[src/hw/rtl/sws_pkg.sv]
`timescale 1ns / 1ps
// ----------------------------------------------------------------------------
// sws_pkg
// Shared types and register indexes for the sample window statistics block.
// ----------------------------------------------------------------------------
package sws_pkg;

  typedef enum logic [3:0] {
    S_IDLE,
    S_RD,
    S_CMP,
    S_WR,
    S_M0,
    S_M1,
    S_M2,
    S_M3,
    S_M4,
    S_DIV,
    S_OUT
  } state_t;

  localparam logic [1:0] REG_RANGE_LOW  = 2'd0;
  localparam logic [1:0] REG_RANGE_HIGH = 2'd1;

  localparam logic [14:0] RANGE_LOW_RST  = 15'd10;
  localparam logic [14:0] RANGE_HIGH_RST = 15'd90;

endpackage

[src/hw/rtl/sample_window_statistics.sv]
`timescale 1ns / 1ps
// ----------------------------------------------------------------------------
// sample_window_statistics
// Sorted-window statistics: count, min, max, mean and median of a window,
// plus a range check and an overflow flag.
// An item is taken when start is high and busy is low. A negative sample is
// dropped, and so is a sample that arrives when the window is full, which sets
// overflow; every other sample is inserted in order into an internal memory.
// The insertion walks down from the top of the window, spending a read state
// and a compare state on each stored sample larger than the new one, which it
// moves up, and then writes the new sample. A dropped or ignored sample that
// does not end the window leaves busy low.
// When last is set, the block reads min, max and the middle elements in the
// states S_M0 to S_M4 and then runs a restoring divider one quotient bit per
// cycle for the mean; the dividend is QW bits wide (25 at the default depth).
// An empty window skips the reads and the divider and shows its result in the
// next cycle.
// The result is shown for exactly one cycle with out_valid high; the receiver
// cannot stall it. Range registers are written on the cfg channel, which is
// always ready and must only be used while busy is low.
// Reset clears the window and loads the range registers with 10 and 90.
// ----------------------------------------------------------------------------
module sample_window_statistics #(
  parameter int MAX_SAMPLES = 32
) (
  input  logic               clk,
  input  logic               rst_n,
  input  logic               start,
  output logic               busy,
  input  logic signed [15:0] in_sample,
  input  logic               in_last,
  output logic               out_valid,
  output logic [5:0]         out_valid_count,
  output logic [14:0]        out_min_value,
  output logic [14:0]        out_max_value,
  output logic [18:0]        out_mean_x16,
  output logic [15:0]        out_median_x2,
  output logic               out_all_in_range,
  output logic               out_empty_res,
  output logic               out_overflow,
  input  logic               cfg_valid,
  output logic               cfg_ready,
  input  logic [1:0]         cfg_index,
  input  logic [14:0]        cfg_data
);

  localparam int CW  = $clog2(MAX_SAMPLES + 1);
  localparam int AW  = $clog2(MAX_SAMPLES);
  localparam int SW  = 15 + CW;
  localparam int QW  = SW + 4;
  localparam int DCW = $clog2(QW + 1);

  sws_pkg::state_t state_r, state_nxt;

  logic [14:0]   mem [MAX_SAMPLES];
  logic [14:0]   rdata_r;
  logic [AW-1:0] rd_addr;
  logic [AW-1:0] wr_addr;
  logic [14:0]   wr_data;
  logic          wr_en;

  logic [14:0]    range_low_r, range_high_r;
  logic [CW-1:0]  count_r;
  logic [SW-1:0]  sum_r;
  logic           range_ok_r, ovf_r;
  logic [14:0]    v_r;
  logic           last_r;
  logic [AW-1:0]  pos_r;
  logic [14:0]    min_r, max_r, lo_r, hi_r;
  logic [CW-1:0]  rem_r;
  logic [QW-1:0]  quo_r;
  logic [DCW-1:0] div_cnt_r;

  logic          accept;
  logic          keep;
  logic [CW:0]   trial;
  logic          ge;
  logic          is_empty;
  logic [15:0]   median;

  assign accept    = start && !busy;
  assign keep      = !in_sample[15];
  assign cfg_ready = 1'b1;
  assign trial     = {rem_r, quo_r[QW-1]};
  assign ge        = trial >= {1'b0, count_r};
  assign is_empty  = count_r == '0;

  always_comb begin
    state_nxt = state_r;
    case (state_r)
      sws_pkg::S_IDLE: begin
        if (accept) begin
          if (keep && count_r < CW'(MAX_SAMPLES)) begin
            state_nxt = (count_r == '0) ? sws_pkg::S_WR : sws_pkg::S_RD;
          end else if (in_last) begin
            state_nxt = (count_r == '0) ? sws_pkg::S_OUT : sws_pkg::S_M0;
          end
        end
      end
      sws_pkg::S_RD:  state_nxt = sws_pkg::S_CMP;
      sws_pkg::S_CMP: begin
        if (rdata_r > v_r && pos_r != AW'(1)) begin
          state_nxt = sws_pkg::S_RD;
        end else begin
          state_nxt = sws_pkg::S_WR;
        end
      end
      sws_pkg::S_WR:  state_nxt = last_r ? sws_pkg::S_M0 : sws_pkg::S_IDLE;
      sws_pkg::S_M0:  state_nxt = sws_pkg::S_M1;
      sws_pkg::S_M1:  state_nxt = sws_pkg::S_M2;
      sws_pkg::S_M2:  state_nxt = sws_pkg::S_M3;
      sws_pkg::S_M3:  state_nxt = sws_pkg::S_M4;
      sws_pkg::S_M4:  state_nxt = sws_pkg::S_DIV;
      sws_pkg::S_DIV: state_nxt = (div_cnt_r == DCW'(1)) ? sws_pkg::S_OUT : sws_pkg::S_DIV;
      sws_pkg::S_OUT: state_nxt = sws_pkg::S_IDLE;
      default:        state_nxt = sws_pkg::S_IDLE;
    endcase
  end

  always_comb begin
    rd_addr = '0;
    wr_en   = 1'b0;
    wr_addr = pos_r;
    wr_data = v_r;
    case (state_r)
      sws_pkg::S_RD: rd_addr = pos_r - 1'b1;
      sws_pkg::S_CMP: begin
        if (rdata_r > v_r) begin
          wr_en   = 1'b1;
          wr_data = rdata_r;
        end
      end
      sws_pkg::S_WR:  wr_en = 1'b1;
      sws_pkg::S_M0:  rd_addr = '0;
      sws_pkg::S_M1:  rd_addr = AW'(count_r - 1'b1);
      sws_pkg::S_M2:  rd_addr = AW'(count_r >> 1) - 1'b1;
      sws_pkg::S_M3:  rd_addr = AW'(count_r >> 1);
      default:        rd_addr = '0;
    endcase
  end

  always_ff @(posedge clk) begin
    if (wr_en) begin
      mem[wr_addr] <= wr_data;
    end
    rdata_r <= mem[rd_addr];
  end

  always_ff @(posedge clk) begin
    if (!rst_n) begin
      state_r      <= sws_pkg::S_IDLE;
      range_low_r  <= sws_pkg::RANGE_LOW_RST;
      range_high_r <= sws_pkg::RANGE_HIGH_RST;
      count_r      <= '0;
      sum_r        <= '0;
      range_ok_r   <= 1'b1;
      ovf_r        <= 1'b0;
      last_r       <= 1'b0;
      div_cnt_r    <= '0;
    end else begin
      state_r <= state_nxt;
      if (cfg_valid && cfg_ready) begin
        if (cfg_index == sws_pkg::REG_RANGE_LOW) begin
          range_low_r <= cfg_data;
        end else if (cfg_index == sws_pkg::REG_RANGE_HIGH) begin
          range_high_r <= cfg_data;
        end
      end
      case (state_r)
        sws_pkg::S_IDLE: begin
          if (accept) begin
            last_r <= in_last;
            v_r    <= in_sample[14:0];
            pos_r  <= AW'(count_r);
            if (keep && count_r >= CW'(MAX_SAMPLES)) begin
              ovf_r <= 1'b1;
            end
          end
        end
        sws_pkg::S_CMP: begin
          if (rdata_r > v_r) begin
            pos_r <= pos_r - 1'b1;
          end
        end
        sws_pkg::S_WR: begin
          count_r <= count_r + 1'b1;
          sum_r   <= sum_r + SW'(v_r);
          if (v_r < range_low_r || v_r > range_high_r) begin
            range_ok_r <= 1'b0;
          end
        end
        sws_pkg::S_M0: begin
          quo_r     <= {sum_r, 4'b0000};
          rem_r     <= '0;
          div_cnt_r <= DCW'(QW);
        end
        sws_pkg::S_M1: min_r <= rdata_r;
        sws_pkg::S_M2: max_r <= rdata_r;
        sws_pkg::S_M3: lo_r  <= rdata_r;
        sws_pkg::S_M4: hi_r  <= rdata_r;
        sws_pkg::S_DIV: begin
          rem_r     <= ge ? CW'(trial - {1'b0, count_r}) : CW'(trial);
          quo_r     <= {quo_r[QW-2:0], ge};
          div_cnt_r <= div_cnt_r - 1'b1;
        end
        sws_pkg::S_OUT: begin
          count_r    <= '0;
          sum_r      <= '0;
          range_ok_r <= 1'b1;
          ovf_r      <= 1'b0;
        end
        default: begin
        end
      endcase
    end
  end

  assign median = count_r[0] ? {hi_r, 1'b0} : (16'(lo_r) + 16'(hi_r));

  assign busy             = state_r != sws_pkg::S_IDLE;
  assign out_valid        = state_r == sws_pkg::S_OUT;
  assign out_valid_count  = 6'(count_r);
  assign out_min_value    = is_empty ? '0 : min_r;
  assign out_max_value    = is_empty ? '0 : max_r;
  assign out_mean_x16     = is_empty ? '0 : quo_r[18:0];
  assign out_median_x2    = is_empty ? '0 : median;
  assign out_all_in_range = range_ok_r;
  assign out_empty_res    = is_empty;
  assign out_overflow     = ovf_r;

endmodule

[config.mk]
export PLATFORM = sky130hd
export DESIGN_NAME = sample_window_statistics
export DESIGN_NICKNAME = d
export VERILOG_FILES = /design/src/hw/rtl/sws_pkg.sv /design/src/hw/rtl/sample_window_statistics.sv
export SDC_FILE = /design/constraint.sdc
export NUM_CORES = 1
export LEC_CHECK = 0
export BUFFER_PORTS_ARGS = -buffer_cell sky130_fd_sc_hd__buf_4
export CORE_MARGIN = 2
export CORE_UTILIZATION = 50
export DETAILED_ROUTE_END_ITERATION = 10
export GPL_ROUTABILITY_DRIVEN = 0
export GPL_TIMING_DRIVEN = 0
export MAX_ROUTING_LAYER = met4
export PLACE_DENSITY_LB_ADDON = 0.1
export SYNTH_ARGS = -nofsm -noshare
export SYNTH_HDL_FRONTEND = slang
export SYNTH_SLANG_ARGS = --single-unit
[constraint.sdc]
create_clock -name clk -period 4.6 [get_ports clk]
set_input_delay 0.46 -clock clk [delete_from_list [all_inputs] [get_ports clk]]
set_output_delay 0.46 -clock clk [all_outputs]
set_load 0.005 [all_outputs]
==> flow_metrics.py <==
metrics = {
    "final_layout": {
        "final.fill_count": 4769,
        "area_delta_synth_final_pct": 16.4,
        "utilization": 0.589,
        "nNetsFinal": 2773,
        "final_layout_size_suffix_gt1_frac": 0.131,
        "fin_area_um2": 34800,
        "diodes": 0,
    },
    "sta": {
        "rsz0062_at_grt": "no",
        "hold-worst-slack_ns": 0.0353,
        "relSlewSlack": 0.205,
        "max_freq_ghz": 0.228,
        "slew_viol_final": 0,
        "setup-tns-final_ns": 0,
        "worstMarginPinSlew_ns": 1.19,
        "setup_violations": 0,
        "layout_min_cycle_time_ns": 4.40,
        "fin_crit_sh": 0.955,
        "final-hold-violation-count": 0,
        "clock_skew_ns": 0.0258,
    },
    "synthesis": {
        "synth_top_family_by_area": "simple AND/OR/NAND/NOR gates",
        "ys.warnings.count": 0,
        "ys_seq_area_frac": 0.650,
        "synth-simple-area-share": 0.147,
        "netlist.area_leader.share": 0.594,
        "ys_types": 76,
        "synthAdderAreaFrac": 0.0397,
        "netlist_area_um2": 29900,
        "synth-edff-count": 591,
        "yosysMostFrequentCell": "edfxtp_1",
        "synth-seq-cells": 675,
        "synthTopCellsByArea": "edfxtp_1 (59%), nand2_1 (6.4%), dfxtp_1 (5.6%)",
        "synth_top_cell_by_area": "edfxtp_1",
        "ys.flop_type": "edfxtp_1",
        "netlist_top_cells_count": "edfxtp_1 (591), nand2_1 (510), nand3_1 (127)",
        "synthCells": 2421,
        "synth_xor_area_frac": 0.0103,
        "synthArstFlopShare": 0,
        "synthMuxAreaShare": 0.0469,
        "synth_compound_gate_area_share": 0.0762,
        "syn_avg_cell_area_um2": 12.3,
        "synth_fp_nets": 2552,
    },
    "detailed_routing": {
        "routed_via_density": 5.88,
        "routed_wirelength_um": 83800,
        "drt-initial-drc-count": 1980,
        "ant_nets": 0,
        "wl_per_cell_um": 24.1,
        "drc": 0,
        "first_pass_iters": 5,
        "route.vias.total": 20395,
    },
    "critical_path": {
        "timing.reg2reg.setup_slack_ns": 0.20,
        "worstSetupEndpointType": "flip-flop",
        "cp_data_arrival_time_ns": 4.88,
        "crit_type": "flip-flop to flip-flop",
        "required_ns": 5.09,
        "timing.rr.start": "out_valid_count[0]$_SDFFE_PN0P_",
        "r2r-end": "rdata_r[5]$_DFF_P_",
        "cp_max_fo": 10,
        "cp-start-kind": "flip-flop",
        "r2r_cells": 16,
    },
    "die": {
        "rows": 89,
        "dieArea_um2": 61700,
        "core_um2": 59000,
        "die_height_um": 248,
        "start_util": 0.506,
        "dieWidth_um": 248,
        "ios": 115,
    },
    "hold_path": {
        "min_path_type": "input port to flip-flop",
        "hold_end": "v_r[8]$_DFFE_PP_",
        "holdPathStages": 1,
        "hp-start": "in_sample[8]",
    },
    "clock_tree": {
        "clock_latency_ns": 0.62,
        "h-tree-depth": 3,
        "cts_tree": "built",
        "cts_buffer_depth": 3,
        "clk_pin_slew_ns": 0.06,
        "numCtsBuffers": 72,
        "cts-root-buf": "clkbuf_16",
        "clock-sinks": 675,
    },
    "global_routing": {
        "grt_pass1_vias": 19723,
        "antenna_found_initial": 0,
        "grt_pass1_wl_um": 124000,
        "grt_max_degree": 33,
        "gr-total-overflow": 0,
        "grt_use_total": 0.276,
    },
    "placement": {
        "dp_hpwl_um": 57900,
        "postPlaceCellArea_um2": 32200,
        "port_buffers": 113,
    },
    "pwr": {
        "irDropWorstVdd_mv": 0.344,
        "total_power_mw": 18.3,
        "p_leak_nw": 12.7,
        "p_per_area_nw_per_um2": 527,
    },
    "outcome": {
        "outcome": "finished, final reports clean",
    },
    "flow_run": {
        "maxCapViolCount": 0,
    },
}
-- metal layers --
| layer | part of all wire | vias to the layer above | GRT usage |
|---|---|---|---|
| met3 | 0.079 | 175 | 0.0524 |
| li1 | - | 9312 | - |
| met1 | 0.41 | 10050 | 0.362 |
| met5 | 0 | - | - |
| met4 | 0.044 | 0 | 0.116 |
| met2 | 0.46 | 858 | 0.424 |
-- worst max path at each step --
stage                                    start                   end  cells after the start
6_report       out_valid_count[0]$_SDFFE_PN0P_    rdata_r[5]$_DFF_P_                     16
3_5_place_dp   out_valid_count[0]$_SDFFE_PN0P_    rdata_r[5]$_DFF_P_                     15
3_3_place_gp                  v_r[4]$_DFFE_PP_  mem[26][4]$_DFFE_PP_                     10
2_1_floorplan                v_r[14]$_DFFE_PP_   mem[0][0]$_DFFE_PP_                      8
4_1_cts        out_valid_count[0]$_SDFFE_PN0P_    rdata_r[3]$_DFF_P_                     15
5_1_grt        out_valid_count[0]$_SDFFE_PN0P_      out_median_x2[9]                     10
-- per-stage QoR --
| step | instances | worst slack, ns |
|---|---|---|
| 2_1_floorplan | 2421 | 0.990 |
| 3_3_place_gp | 3307 | -2.25 |
| 3_5_place_dp | 3325 | -0.0307 |
| 4_1_cts | 3463 | 0.137 |
| 5_1_grt | 3468 | 0.0508 |
| 6_report | 3468 | 0.205 |
-- area by class of cell --
class | instances | area (µm²) | share of cell area
Clock inverter | 33 | 409 | 0.0118
Multi-Input combinational cell | 1547 | 9710 | 0.279
Buffer | 132 | 629 | 0.0181
Clock buffer | 94 | 1990 | 0.0571
Inverter | 67 | 251 | 0.00723
Sequential cell | 675 | 19400 | 0.559
Timing Repair Buffer | 147 | 1390 | 0.0398
Tap cell | 773 | 967 | 0.0278
-- sequential cells by signal, indices dropped and copies added, names as in the netlist, 6 cells and up --
name             cells
v_r                 15
rdata_r             15
out_valid_count      6
rem_r                6
max_r               15
range_low_r         15
range_high_r        15
lo_r                15
quo_r               25
hi_r                15
sum_r               21
mem                480
min_r               15
-- placed cells by master (no fill, tap or decap), types with 11 or more instances in the layout --
master           n
edfxtp_1       591
nand2_1        510
nand3_1        127
buf_4          126
mux2i_1        104
ha_1            90
nor2_1          88
a21oi_1         86
dfxtp_1         84
clkbuf_1        76
clkbuf_16       73
and3_1          71
inv_1           67
and2_1          61
buf_2           38
a31oi_1         34
o21ai_0         33
xnor2_1         31
nor3_1          25
a311oi_1        23
a21o_1          20
nand4_1         16
a211oi_1        16
buf_1           14
nor2b_1         13
o21a_1          13
nand2b_1        12
mux4_2          11
dlygate4sd3_1   11
-- critical path, cell delays in order (launching register included) --
cell and delay, ns:
dfxtp_1 0.52, clkbuf_2 0.32, inv_1 0.09, clkbuf_1 0.28
nor2_1 0.18, a21oi_1 0.05, ha_1 0.27, nor2b_1 0.16
xnor2_1 0.30, o21ai_4 0.09, buf_12 0.15, buf_8 0.15
buf_2 0.24, clkbuf_2 0.29, a2111oi_1 0.68, a31oi_1 0.10
a31oi_1 0.36
-- where the power goes --
group	total [mW]	switching [mW]	leakage, nW	internal, mW
Sequential	7.85	0.403	6.02	7.45
Combinational	4.61	3.06	5.54	1.55
Clock	5.88	2.33	1.17	3.54
Total	18.3	5.80	12.7	12.5
-- cell families (layout without fill, tap and decap cells) --
kind of cell	count (synthesis)	count (layout)
compound gates	329	329
xor+xnor	35	35
fa+ha+maj	93	93
buf+inv	199	473
flops	675	675
mux	125	125
other cells	1	1
simple gates	964	964
-- timing repair --
action                                 in CTS  in global routing
endpoints found under the hold margin      11                  0
gates resized for setup                     2                  7
setup endpoints to repair                   4                 11
pin swaps                                   0                  1
hold buffers                               11                  0
buffers inserted                            0                  5
(Power assumes the default switching activity.)
